===== config.mk =====
export PLATFORM = sky130hd
export DESIGN_NAME = mhtq_ctrl
export DESIGN_NICKNAME = d
export VERILOG_FILES = /design/src/rtl/mhtq_pkg.sv /design/src/rtl/mhtq_ctrl.sv
export SDC_FILE = /design/constraint.sdc
export NUM_CORES = 1
export LEC_CHECK = 0
export ABC_CLOCK_PERIOD_IN_PS = 5300
export BUFFER_PORTS_ARGS = -buffer_cell sky130_fd_sc_hd__buf_2
export CORE_MARGIN = 10
export CORE_UTILIZATION = 35
export CTS_CLUSTER_SIZE = 30
export DETAILED_ROUTE_END_ITERATION = 10
export SLEW_MARGIN = 20
export SYNTH_ARGS = -nofsm -noshare
export SYNTH_HDL_FRONTEND = slang
export SYNTH_SLANG_ARGS = --single-unit
export TNS_END_PERCENT = 20

===== constraint.sdc =====
create_clock -name clk -period 5.3 [get_ports clk]
set_clock_uncertainty 0.15 [all_clocks]
set_input_delay 1.06 -clock clk [delete_from_list [all_inputs] [get_ports clk]]
set_output_delay 1.06 -clock clk [all_outputs]
set_load 0.02 [all_outputs]

===== src/rtl/mhtq_pkg.sv =====
`timescale 1ns / 1ps
// ----------------------------------------------------------------------------
// mhtq_pkg: shared types and constants of the min-heap timeout queue
// Sizes, command and status codes, controller/datapath interface structs.
// ----------------------------------------------------------------------------
package mhtq_pkg;

    localparam int CAPACITY  = 32;
    localparam int ID_LIMIT  = 1024;
    localparam int IDX_W     = $clog2(CAPACITY);
    localparam int CNT_W     = $clog2(CAPACITY + 1);
    localparam int CHILD_W   = IDX_W + 2;
    localparam int ID_W      = $clog2(ID_LIMIT);
    localparam int TIME_W    = 32;
    localparam int TIMEOUT_W = 20;
    localparam int WAIT_W    = 20;

    localparam logic [WAIT_W-1:0] WAIT_MAX = '1;

    typedef enum logic [1:0] {
        CMD_ADD   = 2'd0,
        CMD_FIRE  = 2'd1,
        CMD_TICK  = 2'd2,
        CMD_CLEAR = 2'd3
    } cmd_t;

    typedef enum logic [1:0] {
        STATUS_OK      = 2'd0,
        STATUS_FULL    = 2'd1,
        STATUS_UNKNOWN = 2'd2
    } status_t;

    // Datapath operations issued by the controller, one per cycle.
    typedef enum logic [4:0] {
        OP_NONE,
        OP_LOAD,
        OP_POS_READ,
        OP_SLOT_READ,
        OP_CLEAR,
        OP_ADD_KNOWN,
        OP_ADD_NEW,
        OP_TICK_READ,
        OP_REMOVE,
        OP_LOAD_LAST,
        OP_UP_READ,
        OP_UP_MOVE,
        OP_DN_READ_L,
        OP_DN_LATCH_L,
        OP_DN_PICK_R,
        OP_DN_MOVE,
        OP_PLACE
    } dp_op_t;

    // Source of the queue_empty flag of an emitted result.
    typedef enum logic [1:0] {
        QE_NOW,
        QE_ONE,
        QE_ZERO
    } qe_sel_t;

    typedef struct packed {
        logic    en;
        logic    fired;
        status_t status;
        logic    with_wait;
        qe_sel_t qe;
        logic    last;
    } emit_t;

    typedef struct packed {
        dp_op_t op;
        emit_t  emit;
    } dp_cmd_t;

    typedef struct packed {
        cmd_t cmd;
        logic known;
        logic full;
        logic count_zero;
        logic i_zero;
        logic i_is_last;
        logic has_left;
        logic has_right;
        logic up_earlier;
        logic right_earlier;
        logic down_earlier;
        logic root_expired;
        logic out_free;
    } dp_status_t;

    typedef enum logic [4:0] {
        ST_IDLE,
        ST_DISPATCH,
        ST_SLOT_RD,
        ST_DECIDE,
        ST_CLEAR,
        ST_EMIT_CLEAR,
        ST_TICK,
        ST_TICK_CMP,
        ST_REMOVE,
        ST_REMOVE_LOAD,
        ST_UP,
        ST_UP_CMP,
        ST_DN,
        ST_DN_L,
        ST_DN_R,
        ST_DN_CMP,
        ST_PLACE
    } state_t;

    // Wrap-aware time order: a comes before b when a - b is negative.
    function automatic logic earlier(input logic [TIME_W-1:0] a, input logic [TIME_W-1:0] b);
        logic [TIME_W-1:0] diff;
        diff = a - b;
        return diff[TIME_W-1];
    endfunction

endpackage


===== src/rtl/mhtq_ctrl.sv =====
`timescale 1ns / 1ps
// ----------------------------------------------------------------------------
// mhtq_ctrl: command sequencer of the timeout queue
// Walks lookup, result emission, removal and heap sifts one step a cycle, or stalls.
// ----------------------------------------------------------------------------
module mhtq_ctrl (
    input  logic                 clk,
    input  logic                 rst_n,
    input  logic                 in_valid,
    output logic                 in_ready,
    input  mhtq_pkg::dp_status_t sts,
    output mhtq_pkg::dp_cmd_t    ctl
);
    import mhtq_pkg::*;

    state_t state_reg, state_next;
    logic   skip_dn_reg, skip_dn_next;

    // State register.
    always_ff @(posedge clk or negedge rst_n)
    begin
        if (!rst_n)
        begin
            state_reg   <= ST_IDLE;
            skip_dn_reg <= 1'b0;
        end
        else
        begin
            state_reg   <= state_next;
            skip_dn_reg <= skip_dn_next;
        end
    end

    // Next state and datapath commands.
    always_comb
    begin
        state_next         = state_reg;
        skip_dn_next       = skip_dn_reg;
        ctl.op             = OP_NONE;
        ctl.emit.en        = 1'b0;
        ctl.emit.fired     = 1'b0;
        ctl.emit.status    = STATUS_OK;
        ctl.emit.with_wait = 1'b0;
        ctl.emit.qe        = QE_NOW;
        ctl.emit.last      = 1'b1;
        in_ready           = 1'b0;
        unique case (state_reg)
            ST_IDLE:
            begin
                in_ready = 1'b1;
                if (in_valid)
                begin
                    ctl.op       = OP_LOAD;
                    skip_dn_next = 1'b0;
                    state_next   = ST_DISPATCH;
                end
            end
            ST_DISPATCH:
            begin
                unique case (sts.cmd)
                    CMD_CLEAR: state_next = ST_CLEAR;
                    CMD_TICK:  state_next = ST_TICK;
                    default:
                    begin
                        ctl.op     = OP_POS_READ;
                        state_next = ST_SLOT_RD;
                    end
                endcase
            end
            ST_SLOT_RD:
            begin
                ctl.op     = OP_SLOT_READ;
                state_next = ST_DECIDE;
            end
            // The result goes out before the heap work it describes.
            ST_DECIDE:
            begin
                if (sts.out_free)
                begin
                    ctl.emit.en = 1'b1;
                    if (sts.cmd == CMD_ADD)
                    begin
                        ctl.emit.qe = QE_ZERO;
                        if (sts.known)
                        begin
                            ctl.op     = OP_ADD_KNOWN;
                            state_next = ST_UP;
                        end
                        else if (sts.full)
                        begin
                            ctl.emit.status = STATUS_FULL;
                            state_next      = ST_IDLE;
                        end
                        else
                        begin
                            // A new entry only moves up.
                            ctl.op       = OP_ADD_NEW;
                            skip_dn_next = 1'b1;
                            state_next   = ST_UP;
                        end
                    end
                    else if (sts.known)
                    begin
                        ctl.emit.fired = 1'b1;
                        ctl.emit.qe    = QE_ONE;
                        state_next     = ST_REMOVE;
                    end
                    else
                    begin
                        ctl.emit.status = STATUS_UNKNOWN;
                        state_next      = ST_IDLE;
                    end
                end
            end
            ST_CLEAR:
            begin
                ctl.op     = OP_CLEAR;
                state_next = ST_EMIT_CLEAR;
            end
            ST_EMIT_CLEAR:
            begin
                if (sts.out_free)
                begin
                    ctl.emit.en = 1'b1;
                    state_next  = ST_IDLE;
                end
            end
            ST_TICK:
            begin
                if (sts.count_zero)
                begin
                    if (sts.out_free)
                    begin
                        ctl.emit.en        = 1'b1;
                        ctl.emit.with_wait = 1'b1;
                        state_next         = ST_IDLE;
                    end
                end
                else
                begin
                    ctl.op     = OP_TICK_READ;
                    state_next = ST_TICK_CMP;
                end
            end
            ST_TICK_CMP:
            begin
                if (sts.out_free)
                begin
                    ctl.emit.en = 1'b1;
                    if (sts.root_expired)
                    begin
                        ctl.emit.fired = 1'b1;
                        ctl.emit.qe    = QE_ONE;
                        ctl.emit.last  = 1'b0;
                        state_next     = ST_REMOVE;
                    end
                    else
                    begin
                        ctl.emit.with_wait = 1'b1;
                        state_next         = ST_IDLE;
                    end
                end
            end
            // Drop the slot; the last entry refills it unless it was the last.
            ST_REMOVE:
            begin
                ctl.op = OP_REMOVE;
                if (!sts.i_is_last)
                    state_next = ST_REMOVE_LOAD;
                else if (sts.cmd == CMD_TICK)
                    state_next = ST_TICK;
                else
                    state_next = ST_IDLE;
            end
            ST_REMOVE_LOAD:
            begin
                ctl.op     = OP_LOAD_LAST;
                state_next = ST_UP;
            end
            // Sift up: move parents down into the hole while the entry is earlier.
            ST_UP:
            begin
                if (sts.i_zero)
                    state_next = skip_dn_reg ? ST_PLACE : ST_DN;
                else
                begin
                    ctl.op     = OP_UP_READ;
                    state_next = ST_UP_CMP;
                end
            end
            ST_UP_CMP:
            begin
                if (sts.up_earlier)
                begin
                    ctl.op     = OP_UP_MOVE;
                    state_next = ST_UP;
                end
                else
                    state_next = skip_dn_reg ? ST_PLACE : ST_DN;
            end
            // Sift down: pull the earlier child up while it beats the entry.
            ST_DN:
            begin
                if (sts.has_left)
                begin
                    ctl.op     = OP_DN_READ_L;
                    state_next = ST_DN_L;
                end
                else
                    state_next = ST_PLACE;
            end
            ST_DN_L:
            begin
                ctl.op     = OP_DN_LATCH_L;
                state_next = sts.has_right ? ST_DN_R : ST_DN_CMP;
            end
            ST_DN_R:
            begin
                ctl.op     = OP_DN_PICK_R;
                state_next = ST_DN_CMP;
            end
            ST_DN_CMP:
            begin
                if (sts.down_earlier)
                begin
                    ctl.op     = OP_DN_MOVE;
                    state_next = ST_DN;
                end
                else
                    state_next = ST_PLACE;
            end
            ST_PLACE:
            begin
                ctl.op     = OP_PLACE;
                state_next = (sts.cmd == CMD_TICK) ? ST_TICK : ST_IDLE;
            end
            default: state_next = ST_IDLE;
        endcase
    end

endmodule


==> flow_metrics.py <==
metrics = {
    "sta": {
        "hold_viol": 0,
        "rsz0062_at_grt": "false",
        "post-route-min-period_ns": 3.47,
        "fin_crit_sh": 0.654,
        "worstMarginPinSlew_ns": 0.710,
        "setup_tns_ns": 0,
        "timing.hold.ws_ns": 0.432,
        "slew_viol_final": 0,
        "setup_slack_ns": 1.83,
        "max_freq_mhz": 288,
        "setup_viol": 0,
        "slew-limit-headroom": 0.527,
    },
    "synthesis": {
        "synth_top_family_by_area": "simple AND/OR/NAND/NOR gates",
        "synth_top_area_frac": 0.174,
        "yosys_warnings": 0,
        "synth_xor_area_frac": 0,
        "syn_area_um2": 863,
        "synth_cells": 120,
        "yosysSeqAreaShare": 0.174,
        "synthFlopType": "dfrtp_1",
        "synthTopCellsByCount": "nand2_1 (8), nor2_1 (8), o21ai_0 (8)",
        "synth_compound_area_frac": 0.326,
        "syn_area_per_cell_um2": 7.19,
        "synth-edff-count": 0,
        "netlist_top_cells_area": "dfrtp_1 (17%), nor2b_1 (5.1%), o21ai_0 (4.6%)",
        "synth_fa_ha_area_frac": 0,
        "async_flop_share": 1.00,
        "synthMuxAreaShare": 0.0116,
        "ys_seq_elements": 6,
        "yosysUniqueCellTypes": 46,
        "synth_nets": 137,
        "yosys.area.top_type": "dfrtp_1",
        "synthSimpleGateAreaFrac": 0.381,
    },
    "pwr": {
        "power_leakage_nw": 0.466,
        "power.share.sequential": 0.281,
        "switching_power_uw": 269,
        "report.power.total_uw": 488,
        "swShare": 0.552,
        "p_int_uw": 219,
        "clkPwrFrac": 0.083,
        "powerDensity_nw_per_um2": 488,
        "p_comb_frac": 0.636,
        "ir_drop_v": 0.000258,
    },
    "setup_path": {
        "crit_chain": "buf_2 > nand2_1 > and3_1 > a41oi_1 > or3b_1 > buf_2",
        "setup.reg_to_reg.worst_slack_ns": 3.18,
        "cp.required_ns": 4.09,
        "crit_path_end_kind": "primary output",
        "setup.worst_path.start_class": "input port",
        "crit_type": "in2out",
        "cp_slowest_stage_delay_ns": 0.37,
        "slowest_stage": "or3b_1",
        "cp_max_fo": 5,
        "cp_common_cell": "buf_2",
        "arrival_ns": 2.26,
    },
    "floorplanning": {
        "initial_utilization": 0.379,
        "fp.coreArea_um2": 2280,
        "die-area_um2": 4850,
        "die_y_um": 69.7,
        "rows": 17,
        "ios": 31,
        "die_w_um": 69.7,
    },
    "clock_network": {
        "ctsHoldBuffers": 0,
        "htreeDepth": 1,
        "clk_latency_ns": 0.24,
        "cts_buffer_depth": 2,
        "cts_tree": "built",
        "clk_pin_slew_worst_paths_ns": 0.04,
        "cts_root_buffer": "clkbuf_4",
        "numCtsBuffers": 3,
        "cts_resized": 0,
        "clock-sinks": 6,
        "cts_setup_buffers": 0,
    },
    "routing": {
        "drt-initial-drc-count": 100,
        "dr.pass1.iters": 4,
        "antenna_left": 0,
        "routedWlPerCell_um": 16.7,
        "drc_errors": 0,
        "routed_wirelength_um": 2840,
        "routed_via_density": 6.11,
        "via_count": 1038,
    },
    "layout": {
        "antenna_cells": 0,
        "drive_gt1_frac": 0.254,
        "largest_reg_flops": 5,
        "fin_nets": 161,
        "final_util": 0.439,
        "area_growth_pct": 15.8,
    },
    "global_routing": {
        "grt_max_degree": 24,
        "antenna_found_initial": 0,
        "grt.total_usage": 0.111,
        "grt_pass1_wl_um": 4730,
        "grt_pass1_vias": 979,
        "grt_overflow": 0,
    },
    "flow_run": {
        "cap_violations": 0,
    },
    "placed_design": {
        "place_hpwl_um": 2230,
        "io_buffer_count": 29,
        "gp_congestion": 0.897,
        "pre_cts_slack_ns": 1.86,
    },
    "worst_hold_path": {
        "hold_class": "reg2reg",
    },
    "run_status": {
        "status": "finished clean",
    },
}
-- through the flow --
stage | cells | instance area (um^2)
finish | 170 | 1000
detailed placement | 167 | 977
global route | 170 | 1000
floorplan | 120 | 863
global placement | 167 | 977
CTS | 170 | 1000
-- critical path: cells and delay by family --
| kind | cells | cell delay (ns) |
|---|---|---|
| buffers and inverters | 2 | 0.30 |
| AOI/OAI and AO/OA | 1 | 0.23 |
| and+or+nand+nor | 3 | 0.66 |
-- metal layers --
layer	wire [um]	share of wire	vias up	GRT usage
met1	1240	0.44	475	0.141
met3	227	0.080	2	0.0371
met5	0	0	-	0
met2	1350	0.48	51	0.173
li1	-	-	510	-
met4	21	0.0074	0	0.0261
-- cell type report --
cell class              instances  area (um^2)
fillers                       235         1280
multi-input cells              97          621
flip-flops and latches          6          150
repair buffers                 29          145
well taps                      28         35.0
inverters                       7         26.3
clock buffers                   3         22.5
-- power groups by stage --
stage                     sequential [mW]  combinational, mW  clock [mW]
after floorplan                    0.0743              0.296           0
after global placement              0.135              0.311           0
after detailed placement            0.135              0.309           0
after CTS                           0.133              0.310      0.0422
after global routing                0.146              0.343      0.0449
final                               0.137              0.310      0.0407
-- cell families (layout without fill, tap and decap cells) --
| family | after synthesis | count (layout) |
|---|---|---|
| simple gates | 58 | 58 |
| compound gates | 38 | 38 |
| buf+inv | 17 | 39 |
| flops | 6 | 6 |
| mux | 1 | 1 |
-- layout by cell type (no fill, tap or decap), types with 2 or more instances in the layout --
cell / count
buf_2: 29
nor2_1: 8
nand2_1: 8
o21ai_0: 8
nor2b_1: 7
nand3_1: 6
dfrtp_1: 6
inv_1: 5
o2111ai_1: 4
nor3_1: 3
and3b_1: 3
nand4_1: 3
nor4_1: 3
o22ai_1: 3
clkbuf_4: 3
and2_1: 2
or2_2: 2
o211a_1: 2
a31oi_1: 2
inv_2: 2
or2_1: 2
o21a_1: 2
o211ai_1: 2
and3_1: 2
a41oi_1: 2
nor3b_1: 2
or3_1: 2
a22o_1: 2
a22oi_1: 2
-- worst paths after layout --
check	to	cells after the start	startpoint
worst max-delay path	ctl[9]	6	sts[9]
worst min-delay path	state_reg[4]	1	skip_dn_reg
worst max register to register	state_reg[3]	4	state_reg[0]
worst min register to register	state_reg[4]	1	skip_dn_reg
max in group asynchronous	state_reg[1]	1	rst_n
min in group asynchronous	state_reg[2]	1	rst_n
No activity file was read; power rests on OpenSTA's default activity.
